[src/hdl/vbt_pkg.sv]
// Package for the variometer beep tone generator.
// Holds the channel payload types, the configuration register map and the
// mapping constants. Used by every module of the block; depends on nothing.
package vbt_pkg;

    // Input and result payloads.
    typedef struct packed {
        logic signed [11:0] vertical_speed;
        logic        [31:0] time_ms;
    } vbt_in_t;

    typedef struct packed {
        logic        tone_on;
        logic [10:0] pitch_hz;
    } vbt_out_t;

    // Configuration register set.
    typedef struct packed {
        logic              enable;
        logic signed [9:0] dead_band_low;
        logic        [8:0] dead_band_high;
    } vbt_cfg_t;

    localparam int CfgIndexWidth = 2;
    localparam int CfgDataWidth  = 10;

    typedef enum logic [CfgIndexWidth-1:0] {
        REG_ENABLE  = 2'd0,
        REG_DB_LOW  = 2'd1,
        REG_DB_HIGH = 2'd2
    } vbt_reg_idx_t;

    localparam logic              ResetEnable = 1'b0;
    localparam logic signed [9:0] ResetDbLow  = -10'sd18;
    localparam logic        [8:0] ResetDbHigh = 9'd18;

    // Speed limit and mapping end points.
    localparam logic signed [11:0] SpeedLimitPos = 12'sd500;
    localparam logic signed [11:0] SpeedLimitNeg = -12'sd500;
    localparam logic         [9:0] SpeedLimit    = 10'd500;
    localparam logic        [10:0] PitchLow      = 11'd20;
    localparam logic        [10:0] PitchZero     = 11'd220;
    localparam logic         [7:0] DurLong       = 8'd200;

    // Reciprocals for the constant divisions: n/5 exact for n <= 1000,
    // n/25 for n <= 32000, n/50 for n <= 8500 (sink feeds n/5 up to 2000).
    localparam logic  [7:0] RecipDiv5   = 8'd205;
    localparam int          ShiftDiv5   = 10;
    localparam logic [15:0] RecipDiv25  = 16'd41944;
    localparam int          ShiftDiv25  = 20;
    localparam logic [12:0] RecipDiv50  = 13'd5243;
    localparam int          ShiftDiv50  = 18;

endpackage

[src/hdl/vbt_cfg_regs.sv]
// Configuration register file of the variometer beep tone generator.
// Plain write port, no read-back. Depends on vbt_pkg.
module vbt_cfg_regs (
    input  logic                                aclk,
    input  logic                                aresetn,
    input  logic                                cfg_wr_en,
    input  logic [vbt_pkg::CfgIndexWidth-1:0]   cfg_index,
    input  logic [vbt_pkg::CfgDataWidth-1:0]    cfg_wdata,
    output vbt_pkg::vbt_cfg_t                   cfg
);
    import vbt_pkg::*;

    vbt_cfg_t cfg_reg;

    always_ff @(posedge aclk) begin
        if (!aresetn) begin
            cfg_reg.enable         <= ResetEnable;
            cfg_reg.dead_band_low  <= ResetDbLow;
            cfg_reg.dead_band_high <= ResetDbHigh;
        end else if (cfg_wr_en) begin
            case (vbt_reg_idx_t'(cfg_index))
                REG_ENABLE:  cfg_reg.enable         <= cfg_wdata[0];
                REG_DB_LOW:  cfg_reg.dead_band_low  <= cfg_wdata[9:0];
                REG_DB_HIGH: cfg_reg.dead_band_high <= cfg_wdata[8:0];
                default: begin
                end
            endcase
        end
    end

    assign cfg = cfg_reg;

endmodule

[src/hdl/vbt_tone_map.sv]
// Speed to pitch and beep phase duration mapping.
// Pure combinational logic: clamp, then linear maps with constant
// reciprocal multiplications. Depends on vbt_pkg.
module vbt_tone_map (
    input  logic signed [11:0] speed,
    output logic        [10:0] pitch_hz,
    output logic         [7:0] duration_ms
);
    import vbt_pkg::*;

    logic signed [9:0] v;
    logic        [9:0] sink_x;
    logic       [10:0] sink_n;
    logic       [18:0] sink_prod;
    logic        [8:0] climb_v;
    logic       [14:0] climb_n;
    logic       [30:0] climb_prod;
    logic       [13:0] dur_n;
    logic       [26:0] dur_prod;
    logic       [10:0] sink_pitch;
    logic       [10:0] climb_pitch;

    always_comb begin
        if (speed > SpeedLimitPos) begin
            v = 10'(SpeedLimitPos);
        end else if (speed < SpeedLimitNeg) begin
            v = 10'(SpeedLimitNeg);
        end else begin
            v = speed[9:0];
        end
    end

    // Sink: (v + 500) * 200 / 500 + 20, i.e. (v + 500) * 2 / 5 + 20.
    // The 10-bit wrap-around sum is exact because v is at least -500.
    assign sink_x     = 10'($unsigned(v) + SpeedLimit);
    assign sink_n     = {sink_x, 1'b0};
    assign sink_prod  = 19'(sink_n) * 19'(RecipDiv5);
    assign sink_pitch = 11'(sink_prod >> ShiftDiv5) + PitchLow;

    // Climb: v * 1280 / 500 + 220, i.e. v * 64 / 25 + 220.
    assign climb_v     = v[8:0];
    assign climb_n     = {climb_v, 6'b0};
    assign climb_prod  = 31'(climb_n) * 31'(RecipDiv25);
    assign climb_pitch = 11'(climb_prod >> ShiftDiv25) + PitchZero;

    // Duration: 200 - v * 170 / 500, i.e. 200 - v * 17 / 50.
    assign dur_n       = 14'(climb_v) * 14'd17;
    assign dur_prod    = 27'(dur_n) * 27'(RecipDiv50);
    assign duration_ms = DurLong - 8'(dur_prod >> ShiftDiv50);

    assign pitch_hz = v[9] || (v == 10'sd0) ? sink_pitch : climb_pitch;

endmodule

[src/hdl/vario_beep_tone_generator.sv]
// Top level of the variometer beep tone generator.
// Instantiates vbt_cfg_regs and vbt_tone_map; depends on vbt_pkg.
//
// One item is accepted per clock cycle when the result side keeps up. An
// accepted item is held in an input register, is evaluated by a single
// stage of clamp, constant-multiply and 32-bit time compare logic, and its
// result is loaded into the output register once that register is empty
// or being taken, and is offered from there. The beep phase state is
// updated in the same edge that loads the result, which keeps consecutive
// items strictly ordered. Configuration is written through a plain write
// port (index 0 enable, 1 dead band low, 2 dead band high) and must only
// change while no item is in flight.
module vario_beep_tone_generator (
    input  logic                                aclk,
    input  logic                                aresetn,
    input  logic                                s_valid,
    output logic                                s_ready,
    input  vbt_pkg::vbt_in_t                    s_data,
    output logic                                m_valid,
    input  logic                                m_ready,
    output vbt_pkg::vbt_out_t                   m_data,
    input  logic                                cfg_wr_en,
    input  logic [vbt_pkg::CfgIndexWidth-1:0]   cfg_index,
    input  logic [vbt_pkg::CfgDataWidth-1:0]    cfg_wdata
);
    import vbt_pkg::*;

    vbt_cfg_t cfg;

    vbt_in_t  in_reg;
    logic     in_valid_reg;
    vbt_out_t out_reg;
    vbt_out_t out_next;
    logic     out_valid_reg;

    logic        silent_reg;
    logic        silent_next;
    logic [31:0] phase_start_reg;
    logic [31:0] phase_start_next;

    logic        advance;
    logic [10:0] pitch;
    logic  [7:0] duration;
    logic signed [12:0] speed_ext;
    logic        in_band;
    logic        active;
    logic        climb;
    logic [31:0] limit;
    logic        expired;
    logic        tone;

    vbt_cfg_regs u_cfg_regs (
        .aclk      (aclk),
        .aresetn   (aresetn),
        .cfg_wr_en (cfg_wr_en),
        .cfg_index (cfg_index),
        .cfg_wdata (cfg_wdata),
        .cfg       (cfg)
    );

    vbt_tone_map u_tone_map (
        .speed       (in_reg.vertical_speed),
        .pitch_hz    (pitch),
        .duration_ms (duration)
    );

    assign advance = in_valid_reg && (!out_valid_reg || m_ready);
    assign s_ready = !in_valid_reg || advance;

    always_comb begin
        speed_ext = {in_reg.vertical_speed[11], in_reg.vertical_speed};
        in_band   = (speed_ext >= 13'(cfg.dead_band_low)) &&
                    (speed_ext <= $signed({4'b0, cfg.dead_band_high}));
        active    = cfg.enable && !in_band;
        climb     = !in_reg.vertical_speed[11] && (|in_reg.vertical_speed);
        // The phase end wraps modulo 2^32 before the compare.
        limit     = phase_start_reg + 32'(duration);
        expired   = limit < in_reg.time_ms;

        silent_next      = silent_reg;
        phase_start_next = phase_start_reg;
        if (active) begin
            if (climb) begin
                if (expired) begin
                    silent_next      = !silent_reg;
                    phase_start_next = in_reg.time_ms;
                end
            end else begin
                silent_next = 1'b0;
            end
        end

        tone             = active && !silent_next;
        out_next.tone_on = tone;
        out_next.pitch_hz = tone ? pitch : 11'd0;
    end

    always_ff @(posedge aclk) begin
        if (!aresetn) begin
            in_valid_reg    <= 1'b0;
            out_valid_reg   <= 1'b0;
            silent_reg      <= 1'b0;
            phase_start_reg <= 32'd0;
        end else begin
            if (s_valid && s_ready) begin
                in_valid_reg <= 1'b1;
            end else if (advance) begin
                in_valid_reg <= 1'b0;
            end

            if (advance) begin
                out_valid_reg   <= 1'b1;
                silent_reg      <= silent_next;
                phase_start_reg <= phase_start_next;
            end else if (m_ready) begin
                out_valid_reg <= 1'b0;
            end
        end
    end

    always_ff @(posedge aclk) begin
        if (s_valid && s_ready) begin
            in_reg <= s_data;
        end
        if (advance) begin
            out_reg <= out_next;
        end
    end

    assign m_valid = out_valid_reg;
    assign m_data  = out_reg;

endmodule
[config.mk]
export PLATFORM = sky130hd
export DESIGN_NAME = vario_beep_tone_generator
export DESIGN_NICKNAME = d
export VERILOG_FILES = /design/src/hdl/vbt_pkg.sv /design/src/hdl/vbt_cfg_regs.sv /design/src/hdl/vbt_tone_map.sv /design/src/hdl/vario_beep_tone_generator.sv
export SDC_FILE = /design/constraint.sdc
export NUM_CORES = 1
export LEC_CHECK = 0
export CAP_MARGIN = 20
export CELL_PAD_IN_SITES_DETAIL_PLACEMENT = 0
export CELL_PAD_IN_SITES_GLOBAL_PLACEMENT = 1
export CORE_MARGIN = 4
export CORE_UTILIZATION = 47
export CTS_CLUSTER_SIZE = 16
export DETAILED_ROUTE_END_ITERATION = 12
export DONT_BUFFER_PORTS = 1
export GPL_TIMING_DRIVEN = 0
export PLACE_DENSITY_LB_ADDON = 0.12
export RECOVER_POWER = 25
export SLEW_MARGIN = 5
export SYNTH_ARGS = -nofsm -noshare
export SYNTH_HDL_FRONTEND = slang
export SYNTH_SLANG_ARGS = --single-unit
[constraint.sdc]
create_clock -name aclk -period 10.57 [get_ports aclk]
set_input_delay 1.5855 -clock aclk [delete_from_list [all_inputs] [get_ports aclk]]
set_output_delay 1.5855 -clock aclk [all_outputs]
set_load 0.03 [all_outputs]
==> impl_metrics.csv, run 1 <==
group,metric,value,unit
status,status,"complete, but fails checks",
status,violations,"setup timing",
layout,regArea,2780,um2
synth,synthesis.nets,1906,
die,num_rows,62,
synth,synth_cells,1466,
die,die_area,32400,um2
synth,yosysSeqAreaShare,0.200,
die,pin_count,75,
sta,setup_ws,-0.557,ns
setup_path,critPathKind,"register to register",
global_routing,track_usage,0.197,
setup_path,crit_fanout,7,
detailed_routing,initialDrtViolationCount,340,
sta,tightest_slew,0.881,ns
clock_network,cts_root_buffer,"clkbuf_16",
sta,slew_viol_final,0,
sta,finalCriticalPeriod,11.13,ns
sta,finalSetupViolations,45,
synth,async_flop_share,0,
sta,fmax,0.0899,GHz
setup_path,critPathMaxStageDelay,0.51,ns
layout,multi_input_area,11100,um2
setup_path,path_buf_inv,8,
global_routing,grt_pass1_wl,53300,um
die,start_util,0.480,
clock_network,clkTransAtPathRegs,0.08,ns
clock_network,clk_path_buf_depth,2,
synth,syn_area_per_cell,9.47,um2
flow_run,maxCapViolCount,0,
placed_design,placed_cell_area,14700,um2
sta,slew_headroom,0.410,
sta,rsz0062_at_grt,"true",
layout,nNetsFinal,2019,
synth,ys_types,79,
synth,synth_flop_cell,"edfxtp_1",
placed_design,gp_congestion,0.821,
clock_network,cts_tree,"built",
sta,hold_viol,0,
detailed_routing,via_count,10200,
detailed_routing,ant_nets,0,
setup_path,crit_path_end_kind,"register",
setup_path,crit_top_cell,"ha_4",
detailed_routing,via_per_inst,5.20,
clock_network,cts_max_level,3,
layout,utilization,0.578,
layout,n_antenna_cell,0,
sta,skew,0.0149,ns
detailed_routing,firstDrtPassIters,4,
clock_network,numCtsBuffers,9,
global_routing,antenna_found_initial,0,
setup_path,path_depth,55,
detailed_routing,drt_wl_total,31900,um
detailed_routing,drc,0,
global_routing,grt_pass1_vias,10500,
layout,nFillCells,2465,
layout,drive_above_1_share,0.184,
layout,final_cell_mix,"inv_1 (256), ha_1 (253), fa_1 (101)",
sta,holdWs,0.482,ns
placed_design,hpwlAfterDp,25300,um
setup_path,cpMaxStageDelayCell,"fa_1",
die,core,28900,um2
setup_path,cp_top_family,"compound AO/OA/AOI/OAI gates",
setup_path,reg2reg_depth,55,
setup_path,cp-start-kind,"register",
placed_design,io_buffers,0,
sta,fin_crit_sh,1.05,
die,die_height,180,um
worst_hold_path,min_path_cells,2,
clock_network,cts.sinks,111,
layout,largest_register_ffs,44,
global_routing,grt_max_degree,33,
synth,syn_area,13900,um2
global_routing,grt-ovfl-total,0,
worst_hold_path,hold_class,"register to register",
layout,area_growth,20.4,%
synth,yosys_warnings,0,
layout,layout.cells.most_common,"inv_1",
layout,fin_area,16700,um2
setup_path,cp.required,10.83,ns
detailed_routing,wire_per_inst,16.2,um
synth,synth_edf_count,56,
clock_network,insertion_delay,0.36,ns
die,dieWidth,180,um
synth,ys_seq_elements,111,
setup_path,cp.arrival,11.39,ns
-- kinds of logic after synthesis --
kind of cell / Yosys count / synth area share
mux: 42 / 0.0303
buf+inv: 294 / 0.0812
compound gates: 222 / 0.110
flops: 111 / 0.200
simple gates: 327 / 0.122
fa+ha+maj: 380 / 0.399
xor+xnor: 90 / 0.0573
-- worst paths after layout --
kind | start | end | slack (ns)
worst max-delay path | in_reg[38]$_DFFE_PP_ | phase_start_reg[17]$_SDFFE_PN0P_ | -0.56
worst min-delay path | u_cfg_regs.cfg[13]$_SDFFE_PN0P_ | u_cfg_regs.cfg[13]$_SDFFE_PN0P_ | 0.48
worst max register to register | in_reg[38]$_DFFE_PP_ | phase_start_reg[17]$_SDFFE_PN0P_ | -0.56
worst min register to register | u_cfg_regs.cfg[13]$_SDFFE_PN0P_ | u_cfg_regs.cfg[13]$_SDFFE_PN0P_ | 0.48
-- metal layers --
metal / GRT usage / share of wire / up-vias
met4: 0.0253 / 0.012 / 0
met3: 0.0220 / 0.025 / 28
met1: 0.273 / 0.48 / 4866
met5: 0 / 0 / -
met2: 0.343 / 0.49 / 139
li1: - / - / 5194
-- synthesized netlist by cell type, drive strengths merged (12+ instances only) --
master / number / share of area
o21a: 14 / 0.0076
o21ai: 36 / 0.014
nor2: 63 / 0.017
nand3: 21 / 0.0076
inv: 274 / 0.074
fa: 104 / 0.15
ha: 275 / 0.25
dfxtp: 55 / 0.079
mux2i: 42 / 0.030
clkbuf: 14 / 0.0038
xnor2: 51 / 0.033
nor2b: 52 / 0.023
nand4: 19 / 0.0086
edfxtp: 56 / 0.12
xor2: 39 / 0.025
nand2: 80 / 0.022
nor3: 23 / 0.0087
a21o: 23 / 0.012
o211ai: 19 / 0.011
and3: 12 / 0.0054
a21oi: 61 / 0.022
-- worst min-delay path, cell delays in order (launching register included) --
cell and delay [ns]:
dfxtp_1 0.32, nand2_1 0.05, a21boi_0 0.07
-- metrics by stage --
stage	TNS [ns]	std cells	worst slack, ns
2_1_floorplan	-8.31	1466	-0.238
6_report	-22.66	1968	-0.557
4_1_cts	-25.18	1947	-0.597
5_1_grt	-42.95	1968	-1.02
3_3_place_gp	-96.39	1850	-2.20
3_5_place_dp	-94.36	1851	-2.14
-- layout make-up --
cell class | count | share of cell area
Clock buffer | 10 | 0.0137
Inverter | 275 | 0.0633
Buffer | 19 | 0.00793
Sequential cell | 111 | 0.166
Multi-Input combinational cell | 1061 | 0.662
Timing Repair Buffer | 102 | 0.0530
Tap cell | 384 | 0.0287
Clock inverter | 6 | 0.00501
-- what timing repair did --
action	in CTS	in global routing
endpoints found under the setup margin	45	45
pin swaps	91	86
setup buffers	77	23
gates cloned	3	1
gates resized for setup	95	81
hold buffers	0	0
Power of run 1 is left out: the tool's default activity adds up to more than one toggle a clock period on the data nets, which glitch-free logic cannot reach.
==> run 2: changes to the inputs <==
--- a/config.mk
+++ b/config.mk
@@ -14,7 +14,7 @@
 export DETAILED_ROUTE_END_ITERATION = 12
 export DONT_BUFFER_PORTS = 1
 export GPL_TIMING_DRIVEN = 0
-export PLACE_DENSITY_LB_ADDON = 0.12
+export PLACE_DENSITY_LB_ADDON = 0.1
 export RECOVER_POWER = 25
 export SLEW_MARGIN = 5
 export SYNTH_ARGS = -nofsm -noshare
==> run 2 against run 1 <==
Net effect:
- largest cell class unchanged
- first-iteration DRC count up 24%
- the flow still finishes with violations (setup timing)
- worst hold slack worse by 0.0020 ns
- die area unchanged
- non-clock buffer count down 10
- utilization down 0.47 points
- sequential share of layout area up 0.14 points
- critical path depth unchanged
- wire length down 1.1%
- highest routed layer unchanged
- sequential cell count unchanged
- cell count down 0.51%
- register-to-register slack worse by 0.03 ns
==> impl_metrics.csv, run 2 (synthesized netlist as in run 1, its figures left out) <==
group,metric,value,unit
setup_path,r2r-start,"in_reg[38]$_DFFE_PP_",
global_routing,grt_pass1_wl,53100,um
placed_design,dpl.cell_count,1851,
setup_path,critPathKind,"register to register",
detailed_routing,firstDrtPassIters,4,
setup_path,crit_start,"in_reg[38]$_DFFE_PP_",
layout,final_cell_mix,"inv_1 (257), ha_1 (254), fa_1 (101)",
sta,holdWs,0.480,ns
setup_path,cp-start-kind,"register",
layout,layout.cells.most_common,"inv_1",
clock_network,cts_root_buffer,"clkbuf_16",
clock_network,cts.sinks,111,
sta,finalSetupViolations,45,
worst_hold_path,hold_class,"register to register",
setup_path,reg2reg_to,"phase_start_reg[3]$_SDFFE_PN0P_",
die,num_rows,62,
die,dieWidth,180,um
detailed_routing,drt_wl_total,31500,um
global_routing,grt-ovfl-total,0,
global_routing,grt_max_degree,33,
placed_design,gp_congestion,0.846,
sta,fin_crit_sh,1.06,
setup_path,crit_path_end_kind,"register",
clock_network,clk_path_buf_depth,2,
layout,area_growth,19.4,%
clock_network,numCtsBuffers,9,
sta,finalCriticalPeriod,11.16,ns
placed_design,hpwlAfterDp,25300,um
clock_network,insertion_delay,0.36,ns
global_routing,grt_pass1_vias,10600,
detailed_routing,met1_length,15200,um
detailed_routing,wire_per_inst,16.1,um
sta,skew,0.0102,ns
sta,tightest_slew,0.855,ns
die,die_area,32400,um2
setup_path,regToRegSetupSlack,-0.59,ns
sta,hold_viol,0,
layout,largest_register_ffs,44,
sta,slew_headroom,0.427,
sta,fin_tns_setup,-22.81,ns
detailed_routing,via_count,10200,
global_routing,antenna_found_initial,0,
detailed_routing,drc,0,
detailed_routing,via_per_inst,5.22,
placed_design,io_buffers,0,
setup_path,critPathMaxStageDelay,0.55,ns
sta,fmax,0.0896,GHz
die,die_height,180,um
status,violations,"setup timing",
status,status,"complete, but fails checks",
clock_network,cts_tree,"built",
clock_network,clkTransAtPathRegs,0.08,ns
die,pin_count,75,
detailed_routing,initialDrtViolationCount,420,
setup_path,endpoint,"phase_start_reg[3]$_SDFFE_PN0P_",
layout,drive_above_1_share,0.173,
detailed_routing,highest_layer,"met4",
layout,nNetsFinal,2009,
global_routing,track_usage,0.196,
detailed_routing,wl_met3,671,um
clock_network,cts_max_level,3,
layout,fin_area,16600,um2
setup_path,reg2reg_depth,55,
sta,slew_viol_final,0,
layout,fin_cells,1958,
setup_path,cpMaxStageDelayCell,"fa_1",
setup_path,cp.required,10.82,ns
setup_path,crit_fanout,5,
placed_design,placed_cell_area,14700,um2
flow_run,maxCapViolCount,0,
detailed_routing,met2_wirelength,15300,um
layout,n_antenna_cell,0,
sta,setup_ws,-0.590,ns
die,core,28900,um2
die,start_util,0.480,
sta,rsz0062_at_grt,"true",
detailed_routing,ant_nets,0,
setup_path,cp.arrival,11.41,ns
## run 2: worst max-delay path, delay by kind of cell (launching register included)
kind	cells	cell delay, ns
AOI/OAI and AO/OA	19	3.29
xor gates and xnor gates	3	0.57
adders and majority gates	10	3.57
buffers and inverters	11	1.08
DFF	1	0.46
muxes	1	0.17
and+or+nand+nor	11	1.88
## run 2: area by class of cell
| cell class | instances | area, um2 |
|---|---|---|
| Sequential cell | 111 | 2780 |
| Buffer | 18 | 113 |
| Clock inverter | 7 | 80.1 |
| Tap cell | 384 | 480 |
| Clock buffer | 9 | 225 |
| Fill cell | 2553 | 12400 |
| Multi-Input combinational cell | 1061 | 11000 |
| Timing Repair Buffer | 93 | 838 |
| Inverter | 275 | 1060 |
## run 2: stage by stage
step / utilization / setup slack, ns
global placement: 0.507 / -2.26
finish: 0.573 / -0.590
global route: 0.573 / -1.01
CTS: 0.557 / -0.799
detailed placement: 0.508 / -2.37
floorplan: - / -0.238
## run 2: how the worst min path moves through the flow
| stage | start | endpoint | slack (ns) | cells after the start |
|---|---|---|---|---|
| final | u_cfg_regs.cfg[13]$_SDFFE_PN0P_ | u_cfg_regs.cfg[13]$_SDFFE_PN0P_ | 0.48 | 2 |
| after global routing | u_cfg_regs.cfg[13]$_SDFFE_PN0P_ | u_cfg_regs.cfg[13]$_SDFFE_PN0P_ | 0.50 | 2 |
| after CTS | u_cfg_regs.cfg[13]$_SDFFE_PN0P_ | u_cfg_regs.cfg[13]$_SDFFE_PN0P_ | 0.49 | 2 |
| after detailed placement | u_cfg_regs.cfg[13]$_SDFFE_PN0P_ | u_cfg_regs.cfg[13]$_SDFFE_PN0P_ | 0.47 | 2 |
| after global placement | u_cfg_regs.cfg[13]$_SDFFE_PN0P_ | u_cfg_regs.cfg[13]$_SDFFE_PN0P_ | 0.46 | 2 |
| after floorplan | u_cfg_regs.cfg[13]$_SDFFE_PN0P_ | u_cfg_regs.cfg[13]$_SDFFE_PN0P_ | 0.44 | 2 |
## run 2: metal layers
metal	global-route usage	up-vias
met1	0.268	4881
li1	-	5179
met5	0	-
met3	0.0202	28
met2	0.345	125
met4	0.0290	0
## run 2: repair_timing
item | CTS | global route
buffers inserted | 66 | 24
pin swaps | 95 | 73
hold buffers | 0 | 0
setup endpoints to repair | 45 | 45
gates resized for setup | 99 | 62
cloned | 2 | 1
hold endpoints to repair | 0 | 0
Power of run 2 is left out for the same reason.
